File: config.mk
export PLATFORM = sky130hd
export DESIGN_NAME = gyro_ramp_detector_flat
export DESIGN_NICKNAME = d
export VERILOG_FILES = /design/src/sv/grd_pkg.sv /design/src/sv/grd_ifs.sv /design/src/sv/grd_rate_front.sv /design/src/sv/grd_ramp_track.sv /design/src/sv/gyro_ramp_detector.sv /design/src/flat_wrapper.sv
export SDC_FILE = /design/constraint.sdc
export NUM_CORES = 1
export LEC_CHECK = 0
export BUFFER_PORTS_ARGS = -buffer_cell sky130_fd_sc_hd__buf_2
export CAP_MARGIN = 25
export CELL_PAD_IN_SITES_DETAIL_PLACEMENT = 1
export CELL_PAD_IN_SITES_GLOBAL_PLACEMENT = 2
export CORE_MARGIN = 1.5
export CORE_UTILIZATION = 44
export DETAILED_ROUTE_END_ITERATION = 6
export GPL_ROUTABILITY_DRIVEN = 0
export PLACE_DENSITY_LB_ADDON = 0.15
export SLEW_MARGIN = 30
export SYNTH_ARGS = -nofsm -noshare
export SYNTH_HDL_FRONTEND = slang
export SYNTH_SLANG_ARGS = --single-unit
File: constraint.sdc
create_clock -name clk -period 24.7 [get_ports clk]
set_input_delay 3.705 -clock clk [delete_from_list [all_inputs] [get_ports clk]]
set_output_delay 3.705 -clock clk [all_outputs]
set_load 0.02 [all_outputs]
File: src/sv/grd_pkg.sv
// Shared types, widths and constants for the gyro ramp detector.
package grd_pkg;

	localparam int HISTORY_DEPTH = 16;

	localparam int SAMPLE_W   = 16;
	localparam int RATE_W     = 8;
	localparam int ANGLE_W    = 16;
	localparam int LIMIT_W    = 16;
	localparam int THRESH_W   = 15;
	localparam int RELOAD_W   = 8;
	localparam int RAMP_W     = 2;
	localparam int CFG_IDX_W  = 2;
	localparam int CFG_DATA_W = 16;

	localparam int QUOT_W = 7;
	localparam int RUN_W  = LIMIT_W + 1;

	localparam int                DIV1000_SHIFT = 26;
	localparam int                PROD1_W       = SAMPLE_W + 17;
	localparam logic [16:0]       DIV1000_MUL   = 17'd67109;

	localparam int                SUM_W         = 11;
	localparam int                MAG2_W        = 10;
	localparam int                DIV10_SHIFT   = 13;
	localparam int                PROD2_W       = 20;
	localparam logic [MAG2_W-1:0] DIV10_MUL     = 10'd820;

	localparam logic [SAMPLE_W-1:0] RATE_OFFSET_RST     = 16'd0;
	localparam logic [LIMIT_W-1:0]  FLAT_TICK_LIMIT_RST = 16'd100;
	localparam logic [THRESH_W-1:0] RAMP_THRESHOLD_RST  = 15'd100;
	localparam logic [RELOAD_W-1:0] LOCKOUT_RELOAD_RST  = 8'd50;

	typedef enum logic [CFG_IDX_W-1:0] {
		CFG_RATE_OFFSET     = 2'd0,
		CFG_FLAT_TICK_LIMIT = 2'd1,
		CFG_RAMP_THRESHOLD  = 2'd2,
		CFG_LOCKOUT_RELOAD  = 2'd3
	} cfg_idx_t;

	typedef enum logic [RAMP_W-1:0] {
		RAMP_NONE = 2'd0,
		RAMP_FALL = 2'd1,
		RAMP_RISE = 2'd2
	} ramp_kind_t;

	typedef struct packed {
		logic [SAMPLE_W-1:0] rate_offset;
		logic [LIMIT_W-1:0]  flat_tick_limit;
		logic [THRESH_W-1:0] ramp_threshold;
		logic [RELOAD_W-1:0] lockout_reload;
	} cfg_t;

endpackage

File: src/sv/grd_ifs.sv
// Channel interfaces: configuration writes, samples, filtered rate and results.
interface grd_cfg_if import grd_pkg::*; ();
	logic                  valid;
	logic                  ready;
	logic [CFG_IDX_W-1:0]  index;
	logic [CFG_DATA_W-1:0] data;

	modport source (output valid, output index, output data, input ready);
	modport sink   (input valid, input index, input data, output ready);
endinterface

interface grd_sample_if import grd_pkg::*; ();
	logic                valid;
	logic                ready;
	logic [SAMPLE_W-1:0] sample;

	modport source (output valid, output sample, input ready);
	modport sink   (input valid, input sample, output ready);
endinterface

interface grd_rate_if import grd_pkg::*; ();
	logic                     valid;
	logic                     ready;
	logic signed [RATE_W-1:0] rate;

	modport source (output valid, output rate, input ready);
	modport sink   (input valid, input rate, output ready);
endinterface

interface grd_result_if import grd_pkg::*; ();
	logic                      valid;
	logic                      ready;
	logic signed [RATE_W-1:0]  filtered_rate;
	logic signed [ANGLE_W-1:0] angle;
	logic                      flat_flag;
	logic [RAMP_W-1:0]         ramp_kind;
	logic                      lockout_flag;

	modport source (output valid, output filtered_rate, output angle, output flat_flag,
		output ramp_kind, output lockout_flag, input ready);
	modport sink   (input valid, input filtered_rate, input angle, input flat_flag,
		input ramp_kind, input lockout_flag, output ready);
endinterface

File: src/sv/grd_rate_front.sv
// Offset removal, divide by 1000 and first-order low-pass of the gyro rate.
module grd_rate_front import grd_pkg::*; (
	input  logic          clk,
	input  logic          arst_n,
	input  cfg_t          cfg,
	grd_sample_if.sink    samples,
	grd_rate_if.source    rate
);

	logic                     v_s1;
	logic signed [RATE_W-1:0] scaled_s1;
	logic                     v_s2;
	logic signed [RATE_W-1:0] rate_filter_q;
	logic                     ready2;

	logic signed [SAMPLE_W:0] diff1;
	logic [SAMPLE_W:0]        neg_diff1;
	logic [SAMPLE_W-1:0]      mag1;
	logic [PROD1_W-1:0]       prod1;
	logic [RATE_W-1:0]        q1;
	logic [RATE_W-1:0]        scaled_next;

	logic signed [SUM_W-1:0]  old_ext;
	logic signed [SUM_W-1:0]  new_ext;
	logic signed [SUM_W-1:0]  sum2;
	logic [SUM_W-1:0]         neg_sum2;
	logic [MAG2_W-1:0]        mag2;
	logic [PROD2_W-1:0]       prod2;
	logic [RATE_W-1:0]        q2;
	logic [RATE_W-1:0]        filt_next;

	assign ready2        = !v_s2 || rate.ready;
	assign samples.ready = !v_s1 || ready2;
	assign rate.valid    = v_s2;
	assign rate.rate     = rate_filter_q;

	// divide magnitude by 1000 through the reciprocal, then restore the sign
	always_comb begin
		diff1       = signed'({1'b0, samples.sample}) - signed'({1'b0, cfg.rate_offset});
		neg_diff1   = -diff1;
		mag1        = diff1[SAMPLE_W] ? neg_diff1[SAMPLE_W-1:0] : diff1[SAMPLE_W-1:0];
		prod1       = PROD1_W'(mag1) * PROD1_W'(DIV1000_MUL);
		q1          = {1'b0, prod1[DIV1000_SHIFT +: QUOT_W]};
		scaled_next = diff1[SAMPLE_W] ? (~q1 + 8'd1) : q1;
	end

	// (90*old + 10*new)/100 equals (9*old + new)/10
	always_comb begin
		old_ext   = {{(SUM_W-RATE_W){rate_filter_q[RATE_W-1]}}, rate_filter_q};
		new_ext   = {{(SUM_W-RATE_W){scaled_s1[RATE_W-1]}}, scaled_s1};
		sum2      = (old_ext <<< 3) + old_ext + new_ext;
		neg_sum2  = -sum2;
		mag2      = sum2[SUM_W-1] ? neg_sum2[MAG2_W-1:0] : sum2[MAG2_W-1:0];
		prod2     = PROD2_W'(mag2) * PROD2_W'(DIV10_MUL);
		q2        = {1'b0, prod2[DIV10_SHIFT +: QUOT_W]};
		filt_next = sum2[SUM_W-1] ? (~q2 + 8'd1) : q2;
	end

	always_ff @(posedge clk or negedge arst_n) begin
		if (!arst_n) begin
			v_s1          <= 1'b0;
			v_s2          <= 1'b0;
			rate_filter_q <= '0;
		end else begin
			if (samples.ready) begin
				v_s1 <= samples.valid;
			end
			if (ready2) begin
				v_s2 <= v_s1;
			end
			if (v_s1 && ready2) begin
				rate_filter_q <= signed'(filt_next);
			end
		end
	end

	always_ff @(posedge clk) begin
		if (samples.valid && samples.ready) begin
			scaled_s1 <= signed'(scaled_next);
		end
	end

endmodule

File: src/sv/grd_ramp_track.sv
// Zero-rate run counter, angle integrator with history, ramp and lockout logic.
module grd_ramp_track import grd_pkg::*; (
	input  logic          clk,
	input  logic          arst_n,
	input  cfg_t          cfg,
	grd_rate_if.sink      rate,
	grd_result_if.source  results
);

	logic                      v_s3;
	logic signed [RATE_W-1:0]  filt_s3;
	logic                      flat_s3;
	ramp_kind_t                ramp_s3;
	logic signed [ANGLE_W-1:0] hist_q [HISTORY_DEPTH];
	logic [RUN_W-1:0]          run_q;
	logic [RELOAD_W-1:0]       lock_cnt_q;
	logic                      lock_q;

	logic                      ld;
	logic [RUN_W-1:0]          run_next;
	logic                      flat;
	logic signed [ANGLE_W-1:0] base;
	logic signed [ANGLE_W-1:0] oldest;
	logic signed [ANGLE_W-1:0] angle_next;
	logic signed [ANGLE_W:0]   diff_fall;
	logic signed [ANGLE_W:0]   diff_rise;
	logic signed [ANGLE_W:0]   thr;
	ramp_kind_t                ramp;
	logic [RELOAD_W-1:0]       cnt_dec;
	logic [RELOAD_W-1:0]       lock_cnt_next;
	logic                      lock_next;

	assign rate.ready = !v_s3 || results.ready;
	assign ld         = rate.valid && rate.ready;

	always_comb begin
		priority if (rate.rate != '0) begin
			run_next = '0;
		end else if (run_q[RUN_W-1]) begin
			run_next = run_q;
		end else begin
			run_next = run_q + 1'b1;
		end
		flat = run_next > {1'b0, cfg.flat_tick_limit};
	end

	always_comb begin
		base       = flat ? '0 : hist_q[HISTORY_DEPTH-1];
		oldest     = flat ? '0 : hist_q[1];
		angle_next = base + {{(ANGLE_W-RATE_W){rate.rate[RATE_W-1]}}, rate.rate};
		diff_fall  = {oldest[ANGLE_W-1], oldest} - {angle_next[ANGLE_W-1], angle_next};
		diff_rise  = {angle_next[ANGLE_W-1], angle_next} - {oldest[ANGLE_W-1], oldest};
		thr        = signed'({2'b00, cfg.ramp_threshold});
		priority if (angle_next < 0 && oldest < 0 && diff_fall > thr) begin
			ramp = RAMP_FALL;
		end else if (angle_next > 0 && oldest > 0 && diff_rise > thr) begin
			ramp = RAMP_RISE;
		end else begin
			ramp = RAMP_NONE;
		end
	end

	always_comb begin
		cnt_dec = (lock_cnt_q != '0) ? lock_cnt_q - 1'b1 : lock_cnt_q;
		priority if (ramp == RAMP_FALL) begin
			lock_next     = 1'b1;
			lock_cnt_next = cfg.lockout_reload;
		end else if (ramp == RAMP_RISE || cnt_dec == '0) begin
			lock_next     = 1'b0;
			lock_cnt_next = cnt_dec;
		end else begin
			lock_next     = lock_q;
			lock_cnt_next = cnt_dec;
		end
	end

	always_ff @(posedge clk or negedge arst_n) begin
		if (!arst_n) begin
			v_s3       <= 1'b0;
			run_q      <= '0;
			lock_cnt_q <= '0;
			lock_q     <= 1'b0;
			for (int i = 0; i < HISTORY_DEPTH; i++) begin
				hist_q[i] <= '0;
			end
		end else begin
			if (rate.ready) begin
				v_s3 <= rate.valid;
			end
			if (ld) begin
				run_q      <= run_next;
				lock_cnt_q <= lock_cnt_next;
				lock_q     <= lock_next;
				for (int i = 0; i < HISTORY_DEPTH - 1; i++) begin
					hist_q[i] <= flat ? '0 : hist_q[i+1];
				end
				hist_q[HISTORY_DEPTH-1] <= angle_next;
			end
		end
	end

	always_ff @(posedge clk) begin
		if (ld) begin
			filt_s3 <= rate.rate;
			flat_s3 <= flat;
			ramp_s3 <= ramp;
		end
	end

	assign results.valid         = v_s3;
	assign results.filtered_rate = filt_s3;
	assign results.angle         = hist_q[HISTORY_DEPTH-1];
	assign results.flat_flag     = flat_s3;
	assign results.ramp_kind     = ramp_s3;
	assign results.lockout_flag  = lock_q;

endmodule

File: src/sv/gyro_ramp_detector.sv
// Top level of the gyro ramp detector: configuration registers and the rate pipeline.
// A result is valid once its accepted sample beat has passed the s1, s2 and s3 registers.
// Throughput: one sample per cycle; the three pipeline registers hold under output stall.
// The filter state and the angle history each close their loop inside one stage.
// Reset: asynchronous, active low; clears filter, run count, angle history and lockout,
// and loads the configuration registers with their default values.
module gyro_ramp_detector import grd_pkg::*; (
	input  logic         clk,
	input  logic         arst_n,
	grd_cfg_if.sink      cfg,
	grd_sample_if.sink   samples,
	grd_result_if.source results
);

	cfg_t cfg_q;

	grd_rate_if rate_ch ();

	assign cfg.ready = 1'b1;

	always_ff @(posedge clk or negedge arst_n) begin
		if (!arst_n) begin
			cfg_q.rate_offset     <= RATE_OFFSET_RST;
			cfg_q.flat_tick_limit <= FLAT_TICK_LIMIT_RST;
			cfg_q.ramp_threshold  <= RAMP_THRESHOLD_RST;
			cfg_q.lockout_reload  <= LOCKOUT_RELOAD_RST;
		end else if (cfg.valid) begin
			unique case (cfg_idx_t'(cfg.index))
				CFG_RATE_OFFSET:     cfg_q.rate_offset     <= cfg.data[SAMPLE_W-1:0];
				CFG_FLAT_TICK_LIMIT: cfg_q.flat_tick_limit <= cfg.data[LIMIT_W-1:0];
				CFG_RAMP_THRESHOLD:  cfg_q.ramp_threshold  <= cfg.data[THRESH_W-1:0];
				CFG_LOCKOUT_RELOAD:  cfg_q.lockout_reload  <= cfg.data[RELOAD_W-1:0];
			endcase
		end
	end

	grd_rate_front u_front (
		.clk     (clk),
		.arst_n  (arst_n),
		.cfg     (cfg_q),
		.samples (samples),
		.rate    (rate_ch)
	);

	grd_ramp_track u_track (
		.clk     (clk),
		.arst_n  (arst_n),
		.cfg     (cfg_q),
		.rate    (rate_ch),
		.results (results)
	);

endmodule

File: src/flat_wrapper.sv
// flat-port wrapper written by rule: the top's interface ports become plain ports
module gyro_ramp_detector_flat import grd_pkg::*;
  (clk, arst_n, cfg_valid, cfg_index, cfg_data, cfg_ready, samples_valid, samples_sample, samples_ready, results_valid, results_filtered_rate, results_angle, results_flat_flag, results_ramp_kind, results_lockout_flag, results_ready);
  grd_cfg_if cfg_i ();
  grd_sample_if samples_i ();
  grd_result_if results_i ();
  input  logic clk;
  input  logic arst_n;
  input wire logic [$bits(cfg_i.valid)-1:0] cfg_valid;
  input wire logic [$bits(cfg_i.index)-1:0] cfg_index;
  input wire logic [$bits(cfg_i.data)-1:0] cfg_data;
  output wire logic [$bits(cfg_i.ready)-1:0] cfg_ready;
  input wire logic [$bits(samples_i.valid)-1:0] samples_valid;
  input wire logic [$bits(samples_i.sample)-1:0] samples_sample;
  output wire logic [$bits(samples_i.ready)-1:0] samples_ready;
  output wire logic [$bits(results_i.valid)-1:0] results_valid;
  output wire logic [$bits(results_i.filtered_rate)-1:0] results_filtered_rate;
  output wire logic [$bits(results_i.angle)-1:0] results_angle;
  output wire logic [$bits(results_i.flat_flag)-1:0] results_flat_flag;
  output wire logic [$bits(results_i.ramp_kind)-1:0] results_ramp_kind;
  output wire logic [$bits(results_i.lockout_flag)-1:0] results_lockout_flag;
  input wire logic [$bits(results_i.ready)-1:0] results_ready;
  assign cfg_i.valid = cfg_valid;
  assign cfg_i.index = cfg_index;
  assign cfg_i.data = cfg_data;
  assign cfg_ready = cfg_i.ready;
  assign samples_i.valid = samples_valid;
  assign samples_i.sample = samples_sample;
  assign samples_ready = samples_i.ready;
  assign results_valid = results_i.valid;
  assign results_filtered_rate = results_i.filtered_rate;
  assign results_angle = results_i.angle;
  assign results_flat_flag = results_i.flat_flag;
  assign results_ramp_kind = results_i.ramp_kind;
  assign results_lockout_flag = results_i.lockout_flag;
  assign results_i.ready = results_ready;
  gyro_ramp_detector u_core (.clk(clk), .arst_n(arst_n), .cfg(cfg_i), .samples(samples_i), .results(results_i));
endmodule
==> metrics <==
Slew @ Worst Pin 0.9841 ns; cts hold-fix bufs 0; Via density 5.392; Crit. End Element flop; CTS HTree Levels 2; YS warnings 0; Worst setup SP type primary input; final antenna-violating net count 0; Worst Path Arrival between 10 and 15 ns; Initial Util between 40% and 50%; Mapped Cells 2,736; GRT overflow 0; layout cells sized above 1 9.084%; DP Wirelength roughly 47,000 um; CTS tree done; Post-Syn Nets 3,150; Sink Count 351; max_slew headroom 33.92%; Netlist cell types 85; Clock Skews 0.01330 ns; RSZ-0062 raised after global routing false; num ports 70; Post-CTS Setup Inserts 0; most common cell after layout, fill and taps aside nand2_1; ys flop type dfrtp_1; core box area 55,200 um2; most frequent cells in the layout 593 x nand2_1, 323 x dfrtp_1, 317 x o21ai_0; Global Route Usage Sum 22.82%; first drt pass iteration count 5; number of max-cap violations 0; Synth Area per Inst 9.004 um2; Setup violations, final 0; Final period util 53.80%; largest net degree at the start of global routing 178; pins over their slew limit 0; area delta synth->final 9.507%; CTS clk-pin slew, worst paths 0.06 ns; FP Rows 86; Seq/Total Area, Yosys 36.08%; die width 239.6 um; antenna cells 0; Slowest Stage Delay on Critical Path 0.60 ns; layout filler cell count 6,375; Worst-Skew Late Latency 0.57 ns; Hold Violations, Final 0; DRC Markers 0; full die area 57,420 um2; Async SR Flop Fraction 94.59%; total negative setup slack 0 ns; initial antenna violation count 2; first-pass GRT wire length 105,400 um; DR vias 18.99k; FMAX 0.07526 GHz; Required @ worst endpoint 25.13 ns; Crit Path Max Fanout 5; CTS max path bufs 3; Avg WL per Cell between 15 and 20 um; Post-CTS Resized 0; Worst Hold Class reg -> reg; die height 239.6 um; sequential cell area just under 9000 um2; CTS Buf Count 42; run status complete, no violations; number of synthesized register bits 351; root buffer cell clkbuf_16; multi-input logic area 14,400 um2; number of global-route vias before repair 20.22k; cell with the largest stage delay on the worst path or4b_2; routed wire length 63,950 um; WS Path Type in -> reg; number of port buffers 68; Min Clock Period, post-route 13.29 ns; DRT iter0 DRCs 852; Cell Area, Synth around 25,000 um2; Post-synth EDFFs 19; final net count ~3.2k
==> synth_stat cells, types with 16 or more instances <==
master	number	area, um2
nand2_1	594	2230
dfrtp_1	323	8083
o21ai_0	317	1587
ha_1	307	3841
inv_1	224	840.8
clkbuf_1	99	371.6
a21oi_1	93	465.5
nor2_1	82	307.8
xnor2_1	73	639.4
fa_1	68	1361
mux2_2	60	675.7
xor2_1	47	411.6
nand3_1	38	190.2
a21o_1	36	270.3
nor3_1	31	155.2
and2_1	28	175.2
nor2b_1	23	143.9
edfxtp_1	19	570.6
nand2b_1	19	118.9
o21a_1	19	142.6
buf_4	17	127.6
nand4_1	16	100.1
==> flip-flops by register name, indices dropped and copies added (netlist names), 2 cells and up <==
| name | flops |
|---|---|
| u_core.cfg_q | 55 |
| u_core.u_track.results.ramp_kind | 2 |
| u_core.u_track.results.filtered_rate | 8 |
| u_core.u_track.run_q | 17 |
| u_core.u_track.results.angle | 16 |
| u_core.u_front.rate.rate | 8 |
| u_core.u_track.lock_cnt_q | 8 |
| u_core.u_track.hist_q | 224 |
| u_core.u_front.scaled_s1 | 8 |
==> worst max-delay path: cells and delay by family <==
family / cells / cell delay (ns)
AO/OA/AOI/OAI: 13 / 3.16
adder cells (fa/ha/maj): 10 / 3.43
buffers and inverters: 6 / 0.55
AND/OR/NAND/NOR: 6 / 2.07
XOR/XNOR: 3 / 0.80
==> per-stage QoR <==
stage	area [um2]	std cells	setup slack (ns)	util, %	hold slack [ns]
after floorplan	24640	2736	12.11	-	0.4495
after global placement	25540	3443	11.23	46.26	0.4603
after detailed placement	25580	3444	10.88	46.34	0.4697
after CTS	26940	3521	11.48	48.81	0.4826
after global routing	26980	3522	10.74	48.87	0.4983
final	26980	3522	11.41	48.87	0.4762
==> cell families after synthesis <==
group | after synthesis | share of synthesized area (%)
and+or+nand+nor | 896 | 15.89
AOI/OAI and AO/OA | 577 | 13.91
adders and majority gates | 375 | 21.12
DFF | 351 | 36.08
buffers and inverters | 348 | 5.602
xor gates and xnor gates | 122 | 4.398
muxes | 66 | 2.986
other | 1 | 0.01522
==> cell type report <==
type / count / share of cell area, %
Clock buffer: 59 / 4.392
Clock inverter: 18 / 0.6632
Inverter: 225 / 3.186
Multi-Input combinational cell: 2037 / 53.37
Sequential cell: 351 / 32.95
Tap cell: 748 / 3.469
Timing Repair Buffer: 84 / 1.966
==> path summary, 6_finish.rpt <==
check,start,endpoint,slack (ns),depth (start not counted)
worst max-delay path,samples_sample[0],u_core.u_front.scaled_s1[6],11.41,38
worst min-delay path,u_core.u_track.hist_q[176],u_core.u_track.hist_q[176],0.48,2
worst max register to register,u_core.u_front.rate.rate[7],u_core.u_track.lock_cnt_q[3],13.99,41
worst min register to register,u_core.u_track.hist_q[176],u_core.u_track.hist_q[176],0.48,2
max in group asynchronous,arst_n,u_core.u_track.lock_cnt_q[5],20.09,3
min in group asynchronous,arst_n,u_core.u_track.hist_q[171],3.15,1
==> layer usage <==
metal	global-route usage, %	wire length (um)
met5	0	0
met4	5.198	1126
met3	2.893	1646
met2	38.67	30530
met1	30.99	30650
Power is left out: the tool's default activity adds up to more than one toggle a clock period on the data nets, which glitch-free logic cannot reach.
